[src/hdl/ppq_pkg.sv]
// Package for the priority task queue: sizes, codes, slot and result types.
`default_nettype none
package ppq_pkg;

    localparam int QUEUE_DEPTH = 16;
    localparam int NEST_DEPTH  = 8;

    localparam int QADDR_W = $clog2(QUEUE_DEPTH);
    localparam int QCNT_W  = $clog2(QUEUE_DEPTH + 1);
    localparam int NADDR_W = (NEST_DEPTH > 1) ? $clog2(NEST_DEPTH) : 1;
    localparam int NCNT_W  = $clog2(NEST_DEPTH + 1);

    localparam int PRIO_W   = 15;
    localparam int HANDLE_W = 16;

    localparam logic [PRIO_W-1:0] IDLE_RESET = 15'd9999;

    localparam logic [1:0] REQ_INSERT   = 2'd0;
    localparam logic [1:0] REQ_DISPATCH = 2'd1;
    localparam logic [1:0] REQ_FINISH   = 2'd2;
    localparam logic [1:0] REQ_POP      = 2'd3;

    localparam logic [2:0] STAT_OK    = 3'd0;
    localparam logic [2:0] STAT_FULL  = 3'd1;
    localparam logic [2:0] STAT_NEG   = 3'd2;
    localparam logic [2:0] STAT_NONE  = 3'd3;
    localparam logic [2:0] STAT_STACK = 3'd4;

    typedef struct packed {
        logic [HANDLE_W-1:0] handle;
        logic [PRIO_W-1:0]   prio;
    } slot_t;

    typedef struct packed {
        logic              push;
        logic              pop;
    } stack_ctrl_t;

    typedef struct packed {
        logic [QCNT_W-1:0]   queued;
        logic [PRIO_W-1:0]   running_level;
        logic [PRIO_W-1:0]   out_priority;
        logic [HANDLE_W-1:0] out_handle;
        logic                dispatched;
        logic [2:0]          status;
    } result_t;

    // physical slot of logical position off in the ring starting at base
    function automatic logic [QADDR_W-1:0] qwrap(input logic [QADDR_W-1:0] base,
                                                 input logic [QCNT_W-1:0]  off);
        logic [QCNT_W:0] sum;
        sum = {{(QCNT_W + 1 - QADDR_W){1'b0}}, base} + {1'b0, off};
        if (sum >= (QCNT_W + 1)'(QUEUE_DEPTH)) begin
            sum = sum - (QCNT_W + 1)'(QUEUE_DEPTH);
        end
        return sum[QADDR_W-1:0];
    endfunction

endpackage
`default_nettype wire

[src/hdl/ppq_slot_ram.sv]
// Slot memory holding priority and handle of each waiting task.
`default_nettype none
module ppq_slot_ram (
    input  wire logic                  aclk,
    input  wire logic                  wr_en,
    input  wire logic [ppq_pkg::QADDR_W-1:0] wr_addr,
    input  wire ppq_pkg::slot_t        wr_data,
    input  wire logic [ppq_pkg::QADDR_W-1:0] rd_addr,
    output ppq_pkg::slot_t             rd_data
);
    import ppq_pkg::*;

    slot_t mem [QUEUE_DEPTH];

    always_ff @(posedge aclk) begin
        if (wr_en) begin
            mem[wr_addr] <= wr_data;
        end
        rd_data <= mem[rd_addr];
    end

endmodule
`default_nettype wire

[src/hdl/ppq_level_stack.sv]
// Nesting stack of saved running levels.
`default_nettype none
module ppq_level_stack (
    input  wire logic                          aclk,
    input  wire logic                          aresetn,
    input  wire ppq_pkg::stack_ctrl_t          ctrl,
    input  wire logic [ppq_pkg::PRIO_W-1:0]    push_level,
    output logic [ppq_pkg::PRIO_W-1:0]         top_level,
    output logic [ppq_pkg::NCNT_W-1:0]         count,
    output logic                               empty,
    output logic                               full
);
    import ppq_pkg::*;

    logic [PRIO_W-1:0] stack_reg [NEST_DEPTH];
    logic [NCNT_W-1:0] count_reg;
    logic [NCNT_W-1:0] count_next;
    logic [NCNT_W-1:0] top_pos;

    assign top_pos   = count_reg - NCNT_W'(1);
    assign top_level = stack_reg[top_pos[NADDR_W-1:0]];
    assign count     = count_reg;
    assign empty     = (count_reg == '0);
    assign full      = (count_reg >= NCNT_W'(NEST_DEPTH));

    always_comb begin
        count_next = count_reg;
        if (ctrl.push && !full) begin
            count_next = count_reg + NCNT_W'(1);
        end else if (ctrl.pop && !empty) begin
            count_next = top_pos;
        end
    end

    always_ff @(posedge aclk) begin
        if (!aresetn) begin
            count_reg <= '0;
        end else begin
            count_reg <= count_next;
        end
    end

    always_ff @(posedge aclk) begin
        if (ctrl.push && !full) begin
            stack_reg[count_reg[NADDR_W-1:0]] <= push_level;
        end
    end

endmodule
`default_nettype wire

[src/hdl/preemptive_priority_task_queue_core.sv]
// Top level: sequencer, shared slot compare and result register of the task queue.
//
//  channel | dir | tdata                                   | tuser
//  s_      | in  | [15:0] priority_req, [31:16] task_handle | [1:0] req_type
//  m_      | out | handle, priority, level, queued         | [2:0] status, [3] dispatched
//  cfg_    | in  | cfg_wr_data = idle_level                | -
//
// Rejected inserts, finish, and dispatch or pop on an empty queue go straight to the
// output state; any other dispatch or pop first reads the head slot and compares it.
// Insert walks down from the tail with one slot read and one compare-and-write per
// step; once it has moved past all waiting tasks, a final step writes the new slot.
// Reset: synchronous, active low; queue and nesting stack come up empty.
// The block takes a new beat while a result waits on m_; a stalled m_ side
// holds the sequencer only at its last state.
`default_nettype none
module preemptive_priority_task_queue_core (
    input  wire logic        aclk,
    input  wire logic        aresetn,
    input  wire logic        s_tvalid,
    output logic             s_tready,
    input  wire logic [31:0] s_tdata,   // [15:0] priority_req, [31:16] task_handle
    input  wire logic [1:0]  s_tuser,   // [1:0] req_type
    output logic             m_tvalid,
    input  wire logic        m_tready,
    output logic [55:0]      m_tdata,   // [15:0] out_handle, [30:16] out_priority,
                                        // [45:31] running_level, [50:46] queued
    output logic [3:0]       m_tuser,   // [2:0] status, [3] dispatched
    input  wire logic        cfg_wr_en,
    input  wire logic [14:0] cfg_wr_data
);
    import ppq_pkg::*;

    localparam logic [2:0] S_IDLE  = 3'd0;
    localparam logic [2:0] S_HEAD  = 3'd1;
    localparam logic [2:0] S_HCMP  = 3'd2;
    localparam logic [2:0] S_RD    = 3'd3;
    localparam logic [2:0] S_CMP   = 3'd4;
    localparam logic [2:0] S_PLACE = 3'd5;
    localparam logic [2:0] S_OUT   = 3'd6;

    logic [2:0]          state_reg, state_next;
    logic [1:0]          req_reg, req_next;
    logic [PRIO_W-1:0]   prio_reg, prio_next;
    logic [HANDLE_W-1:0] handle_reg, handle_next;
    logic [QCNT_W-1:0]   idx_reg, idx_next;
    logic [QADDR_W-1:0]  head_reg, head_next;
    logic [QCNT_W-1:0]   qcnt_reg, qcnt_next;
    logic [PRIO_W-1:0]   running_reg, running_next;
    logic [PRIO_W-1:0]   idle_reg, idle_next;
    result_t             res_reg, res_next;
    result_t             mres_reg, mres_next;
    logic                mvalid_reg, mvalid_next;

    logic                ram_wr_en;
    logic [QADDR_W-1:0]  ram_wr_addr;
    slot_t               ram_wr_data;
    logic [QADDR_W-1:0]  ram_rd_addr;
    slot_t               ram_rd_data;

    stack_ctrl_t         stk_ctrl;
    logic [PRIO_W-1:0]   stk_top;
    logic [NCNT_W-1:0]   stk_count;
    logic                stk_empty;
    logic                stk_full;

    logic                s_fire;
    slot_t               new_slot;

    assign s_tready = (state_reg == S_IDLE);
    assign s_fire   = s_tvalid && s_tready;
    assign new_slot = '{handle: handle_reg, prio: prio_reg};

    ppq_slot_ram u_slot_ram (
        .aclk    (aclk),
        .wr_en   (ram_wr_en),
        .wr_addr (ram_wr_addr),
        .wr_data (ram_wr_data),
        .rd_addr (ram_rd_addr),
        .rd_data (ram_rd_data)
    );

    ppq_level_stack u_level_stack (
        .aclk       (aclk),
        .aresetn    (aresetn),
        .ctrl       (stk_ctrl),
        .push_level (running_reg),
        .top_level  (stk_top),
        .count      (stk_count),
        .empty      (stk_empty),
        .full       (stk_full)
    );

    always_comb begin
        state_next   = state_reg;
        req_next     = req_reg;
        prio_next    = prio_reg;
        handle_next  = handle_reg;
        idx_next     = idx_reg;
        head_next    = head_reg;
        qcnt_next    = qcnt_reg;
        running_next = running_reg;
        idle_next    = idle_reg;
        res_next     = res_reg;
        mres_next    = mres_reg;
        mvalid_next  = mvalid_reg;
        ram_wr_en    = 1'b0;
        ram_wr_addr  = qwrap(head_reg, idx_reg);
        ram_wr_data  = new_slot;
        ram_rd_addr  = qwrap(head_reg, idx_reg - QCNT_W'(1));
        stk_ctrl     = '{push: 1'b0, pop: 1'b0};

        if (mvalid_reg && m_tready) begin
            mvalid_next = 1'b0;
        end

        if (cfg_wr_en) begin
            idle_next = cfg_wr_data;
            if (stk_empty) begin
                running_next = cfg_wr_data;
            end
        end

        case (state_reg)
            S_IDLE: begin
                if (s_fire) begin
                    req_next    = s_tuser;
                    prio_next   = s_tdata[14:0];
                    handle_next = s_tdata[31:16];
                    res_next    = '{queued: qcnt_reg, running_level: running_reg,
                                    out_priority: '0, out_handle: '0,
                                    dispatched: 1'b0, status: STAT_OK};
                    state_next  = S_OUT;
                    case (s_tuser)
                        REQ_INSERT: begin
                            if (s_tdata[15]) begin
                                res_next.status = STAT_NEG;
                            end else if (qcnt_reg == QCNT_W'(QUEUE_DEPTH)) begin
                                res_next.status = STAT_FULL;
                            end else begin
                                idx_next   = qcnt_reg;
                                state_next = S_RD;
                                if (qcnt_reg == '0) begin
                                    state_next = S_PLACE;
                                end
                            end
                        end
                        REQ_DISPATCH, REQ_POP: begin
                            if (qcnt_reg == '0) begin
                                res_next.status = STAT_NONE;
                            end else begin
                                state_next = S_HEAD;
                            end
                        end
                        REQ_FINISH: begin
                            if (stk_empty) begin
                                res_next.status = STAT_STACK;
                            end else begin
                                stk_ctrl.pop           = 1'b1;
                                running_next           = stk_top;
                                res_next.running_level = stk_top;
                            end
                        end
                        default: begin
                            res_next.status = STAT_NONE;
                        end
                    endcase
                end
            end
            S_HEAD: begin
                ram_rd_addr = head_reg;
                state_next  = S_HCMP;
            end
            S_HCMP: begin
                state_next = S_OUT;
                if (req_reg == REQ_DISPATCH && running_reg <= ram_rd_data.prio) begin
                    res_next.status = STAT_NONE;
                end else if (req_reg == REQ_DISPATCH && stk_full) begin
                    res_next.status = STAT_STACK;
                end else begin
                    head_next             = qwrap(head_reg, QCNT_W'(1));
                    qcnt_next             = qcnt_reg - QCNT_W'(1);
                    res_next.queued       = qcnt_reg - QCNT_W'(1);
                    res_next.out_handle   = ram_rd_data.handle;
                    res_next.out_priority = ram_rd_data.prio;
                    if (req_reg == REQ_DISPATCH) begin
                        stk_ctrl.push          = 1'b1;
                        running_next           = ram_rd_data.prio;
                        res_next.running_level = ram_rd_data.prio;
                        res_next.dispatched    = 1'b1;
                    end
                end
            end
            S_RD: begin
                state_next = S_CMP;
            end
            S_CMP: begin
                ram_wr_en = 1'b1;
                // move the older entry up one slot while it is not more urgent
                if (ram_rd_data.prio >= prio_reg) begin
                    ram_wr_data = ram_rd_data;
                    idx_next    = idx_reg - QCNT_W'(1);
                    state_next  = (idx_reg == QCNT_W'(1)) ? S_PLACE : S_RD;
                end else begin
                    qcnt_next       = qcnt_reg + QCNT_W'(1);
                    res_next.queued = qcnt_reg + QCNT_W'(1);
                    state_next      = S_OUT;
                end
            end
            S_PLACE: begin
                ram_wr_en       = 1'b1;
                qcnt_next       = qcnt_reg + QCNT_W'(1);
                res_next.queued = qcnt_reg + QCNT_W'(1);
                state_next      = S_OUT;
            end
            S_OUT: begin
                if (!mvalid_reg || m_tready) begin
                    mres_next   = res_reg;
                    mvalid_next = 1'b1;
                    state_next  = S_IDLE;
                end
            end
            default: begin
                state_next = S_IDLE;
            end
        endcase
    end

    always_ff @(posedge aclk) begin
        if (!aresetn) begin
            state_reg   <= S_IDLE;
            head_reg    <= '0;
            qcnt_reg    <= '0;
            running_reg <= IDLE_RESET;
            idle_reg    <= IDLE_RESET;
            mvalid_reg  <= 1'b0;
        end else begin
            state_reg   <= state_next;
            head_reg    <= head_next;
            qcnt_reg    <= qcnt_next;
            running_reg <= running_next;
            idle_reg    <= idle_next;
            mvalid_reg  <= mvalid_next;
        end
    end

    always_ff @(posedge aclk) begin
        req_reg    <= req_next;
        prio_reg   <= prio_next;
        handle_reg <= handle_next;
        idx_reg    <= idx_next;
        res_reg    <= res_next;
        mres_reg   <= mres_next;
    end

    assign m_tvalid = mvalid_reg;
    assign m_tuser  = {mres_reg.dispatched, mres_reg.status};
    assign m_tdata  = {5'd0, mres_reg.queued, mres_reg.running_level,
                       mres_reg.out_priority, mres_reg.out_handle};

`ifndef NO_ASSERTIONS
    a_qcnt_bound: assert property (@(posedge aclk) disable iff (!aresetn)
        qcnt_reg <= QCNT_W'(QUEUE_DEPTH))
        else $error("queue count above depth");

    a_stack_bound: assert property (@(posedge aclk) disable iff (!aresetn)
        stk_count <= NCNT_W'(NEST_DEPTH))
        else $error("nesting stack count above depth");

    a_disp_ok: assert property (@(posedge aclk) disable iff (!aresetn)
        m_tvalid && m_tuser[3] |-> m_tuser[2:0] == STAT_OK)
        else $error("dispatched result without ok status");

    a_wr_busy: assert property (@(posedge aclk) disable iff (!aresetn)
        ram_wr_en |-> state_reg == S_CMP || state_reg == S_PLACE)
        else $error("slot write outside insert walk");

    a_busy_after_accept: assert property (@(posedge aclk) disable iff (!aresetn)
        s_fire |=> !s_tready)
        else $error("ready right after accepted beat");
`endif

endmodule
`default_nettype wire

[config.mk]
export PLATFORM = sky130hd
export DESIGN_NAME = preemptive_priority_task_queue_core
export DESIGN_NICKNAME = d
export VERILOG_FILES = /design/src/hdl/ppq_pkg.sv /design/src/hdl/ppq_slot_ram.sv /design/src/hdl/ppq_level_stack.sv /design/src/hdl/preemptive_priority_task_queue_core.sv
export SDC_FILE = /design/constraint.sdc
export NUM_CORES = 1
export LEC_CHECK = 0
export BUFFER_PORTS_ARGS = -buffer_cell sky130_fd_sc_hd__buf_2
export CAP_MARGIN = 20
export CORE_MARGIN = 1.5
export CORE_UTILIZATION = 40
export CTS_CLUSTER_DIAMETER = 60
export DETAILED_ROUTE_END_ITERATION = 8
export PLACE_DENSITY_LB_ADDON = 0.25
export RECOVER_POWER = 50
export SLEW_MARGIN = 20
export SYNTH_ARGS = -nofsm -noshare
export SYNTH_HDL_FRONTEND = slang
export SYNTH_SLANG_ARGS = --single-unit
[constraint.sdc]
create_clock -name aclk -period 10.3 [get_ports aclk]
set_input_delay 0.515 -clock aclk [delete_from_list [all_inputs] [get_ports aclk]]
set_output_delay 0.515 -clock aclk [all_outputs]
set_load 0.02 [all_outputs]
==> metrics.txt <==
Netlist cell types=62; Crit path largest cell delay=2.02 ns; violated checks=max-capacitance violations, max-slew violations; vias in the first global route=16900; Reg2Reg Depth=8; die area=84200 sq um; commonest non-fill, non-tap cell in the layout=edfxtp_1; CTS resizes=0; final hold vios=0; crit share post-route=62.2%; EDFF count, synth=764; Worst IR Drop VDD=around 0.0004 V; Post-Syn Area=33000 sq um; sequential element share of the synthesized area=73.4%; area of the core=81800 sq um; Die Y=290 um; share of cells above drive strength 1=18.7%; crit path time final=6.41 ns; GR Overflow Total=0; final number of setup-violating endpoints=0; Num CTS Buffers=85; clk slew on worst S/H paths=0.07 ns; fmax=0.156 GHz; Async S/R FF share, synth=0%; CP Capture Type=flop; RSZ-0062 raised after global routing=no; hold slack=0.0392 ns; worst clock skew=0.0503 ns; critical path's slowest cell=clkbuf_1; flop2flop setup slack=3.89 ns; Worst-Margin Slew=2.99 ns; Hold Crit Endpoint=handle_reg[6]$_DFFE_PP_; most frequent cell on the critical path=clkbuf_1; I/O pins=116; dominant cells by area after synthesis=edfxtp_1 (70%), mux4_2 (8.4%), mux2i_1 (6.7%), dfxtp_1 (3.8%), ha_1 (1.7%); clock sink total=roughly 830; global-route wire length before repair=111000 um; CP Max Fanout=36; CTS Hold Bufs=0; CP required=10.85 ns; relative slew slack=-99.2%; Worst Setup Start Kind=flop; Antenna diodes=0; Reg2Reg Capture Point=u_level_stack.count[3]$_SDFFE_PN0P_; Hold Path Depth=1; CTS root buf=clkbuf_16; num rows=105; Residual DRC=0; Critical Path AT=slightly below 7 ns; worst hold path type=input port to flop; gp weighted congestion=0.852; hold_sp=s_tdata[22]; gr usage total=17.8%; setup bufs post-CTS=0; initial antenna violation count=2; # port buffers=110; Synth warnings=0; max cap viols=19; Slew Limit Fails=587; top-area cell type share of the netlist area=69.6%; run status=finished, violations left; pwr dens=317 nW/um^2; clock latency on the worst-skew pair=between 0.6 and 0.7 ns; Avg Inst Size Synth=approximately 19 sq um; #FFs+latches synth=827; DRT Pass-1 Iters=5; Post-Synthesis Cells=1782; WS Path Type=flop to flop; area grow syn2layout=14.8%; Vias=16700; post-route ant nets=0; top library cells by usage in the layout, fill and taps aside=edfxtp_1 (764), mux2i_1 (220), mux4_2 (123); max reg flops=between 400 and 500; WL final=74900 um; Synth Flop Type=edfxtp_1; Nets=~2000; routed len/inst=~24 um; number of H-tree levels=3; CTS tree=yes; Initial Util=between 40% and 50%; pin count of the biggest net entering global routing=between 100 and 150; Die W=between 200 and 300 um; hpwl dp=roughly 42000 um; crit-path cells=clkbuf_1, nor3_1, and2_2, clkbuf_1, nand2_1, nor4_1, xor2_1, o2bb2ai_1; Via density=5.40; number of DRC markers in iteration 0=around 1300; FF-to-FF Start=state_reg[1]$_SDFFE_PN0P_; Setup TNS=0 ns; CTS max path bufs=3; post-synth top area cell=edfxtp_1; leak pwr=around 13 nW
## worst max-delay path, delay by kind of cell, from the launching register on
family	cells	cell delay (ns)
flip-flops	1	0.31
buffers and inverters	2	2.66
AND/OR/NAND/NOR	4	3.01
XOR/XNOR	1	0.19
AO/OA/AOI/OAI	1	0.13
## cell type report
| type | count | area [sq um] |
|---|---|---|
| Fill cell | 6932 | 44000 |
| Sequential cell | 827 | 24200 |
| Multi-Input combinational cell | 819 | 8290 |
| Clock buffer | 119 | 2400 |
| Tap cell | 1070 | 1340 |
| Timing Repair Buffer | 162 | 806 |
| Clock inverter | 41 | 643 |
| Inverter | 49 | 184 |
## logic make-up after synthesis
logic type / Yosys count / share of synthesized area, %
other: 1 / 0.0114
AOI/OAI and AO/OA: 147 / 2.90
xor gates and xnor gates: 19 / 0.505
DFF: 827 / 73.4
and+or+nand+nor: 233 / 3.40
adders and majority gates: 46 / 1.79
muxes: 369 / 16.0
buffers and inverters: 140 / 2.06
## how the worst max path moves through the flow
| stage | startpoint | endpoint | cells past startpoint |
|---|---|---|---|
| 6_report | state_reg[1]$_SDFFE_PN0P_ | u_level_stack.count[3]$_SDFFE_PN0P_ | 8 |
| 5_1_grt | state_reg[1]$_SDFFE_PN0P_ | u_level_stack.count[3]$_SDFFE_PN0P_ | 8 |
| 4_1_cts | state_reg[2]$_SDFFE_PN0P_ | u_level_stack.stack_reg[5][1]$_DFFE_PP_ | 7 |
| 3_5_place_dp | state_reg[2]$_SDFFE_PN0P_ | u_level_stack.stack_reg[5][1]$_DFFE_PP_ | 7 |
| 3_3_place_gp | state_reg[2]$_SDFFE_PN0P_ | u_level_stack.stack_reg[5][1]$_DFFE_PP_ | 7 |
| 2_1_floorplan | u_slot_ram.rd_data[14]$_DFF_P_ | res_reg[10]$_SDFFCE_PN0P_ | 8 |
## per-layer routing
metal / share of wire (%) / vias up / global-route usage (%)
li1: - / 7370 / -
met4: 2.1 / 2 / 5.24
met3: 5.4 / 96 / 2.78
met5: 0.027 / - / 0
met2: 46 / 490 / 27.7
met1: 46 / 8711 / 25.8
## cell usage after synthesis (13+ instances only)
library cell / n
edfxtp_1: 764
mux2i_1: 222
mux4_2: 123
nand2_1: 83
dfxtp_1: 63
nor2_1: 54
o21ai_0: 53
inv_1: 49
clkbuf_1: 48
ha_1: 44
a21oi_1: 25
mux2_2: 24
buf_2: 22
and3_1: 19
nand3_1: 17
buf_6: 14
xnor2_1: 13
## stage by stage
| stage | worst slack (ns) | instance area (sq um) | power, mW | utilization [%] | instances |
|---|---|---|---|---|---|
| after detailed placement | 4.62 | 35100 | 8.90 | 42.8 | 2927 |
| after CTS | 4.57 | 38100 | 12.2 | 46.5 | 3087 |
| after global placement | 4.87 | 35000 | 8.79 | 42.8 | 2927 |
| after global routing | 3.31 | 37900 | 12.6 | 46.3 | 3087 |
| final | 3.89 | 37900 | 12.0 | 46.3 | 3087 |
| after floorplan | 3.09 | 33000 | 7.79 | - | 1786 |
## power breakdown
| group | internal [mW] | leakage [nW] | switching, mW |
|---|---|---|---|
| sequential | 4.44 | 7.47 | 0.230 |
| combinational | 1.80 | 4.09 | 2.27 |
| clock | 1.97 | 1.46 | 1.29 |
| total | 8.20 | 13.0 | 3.79 |
(Power assumes the default switching activity.)
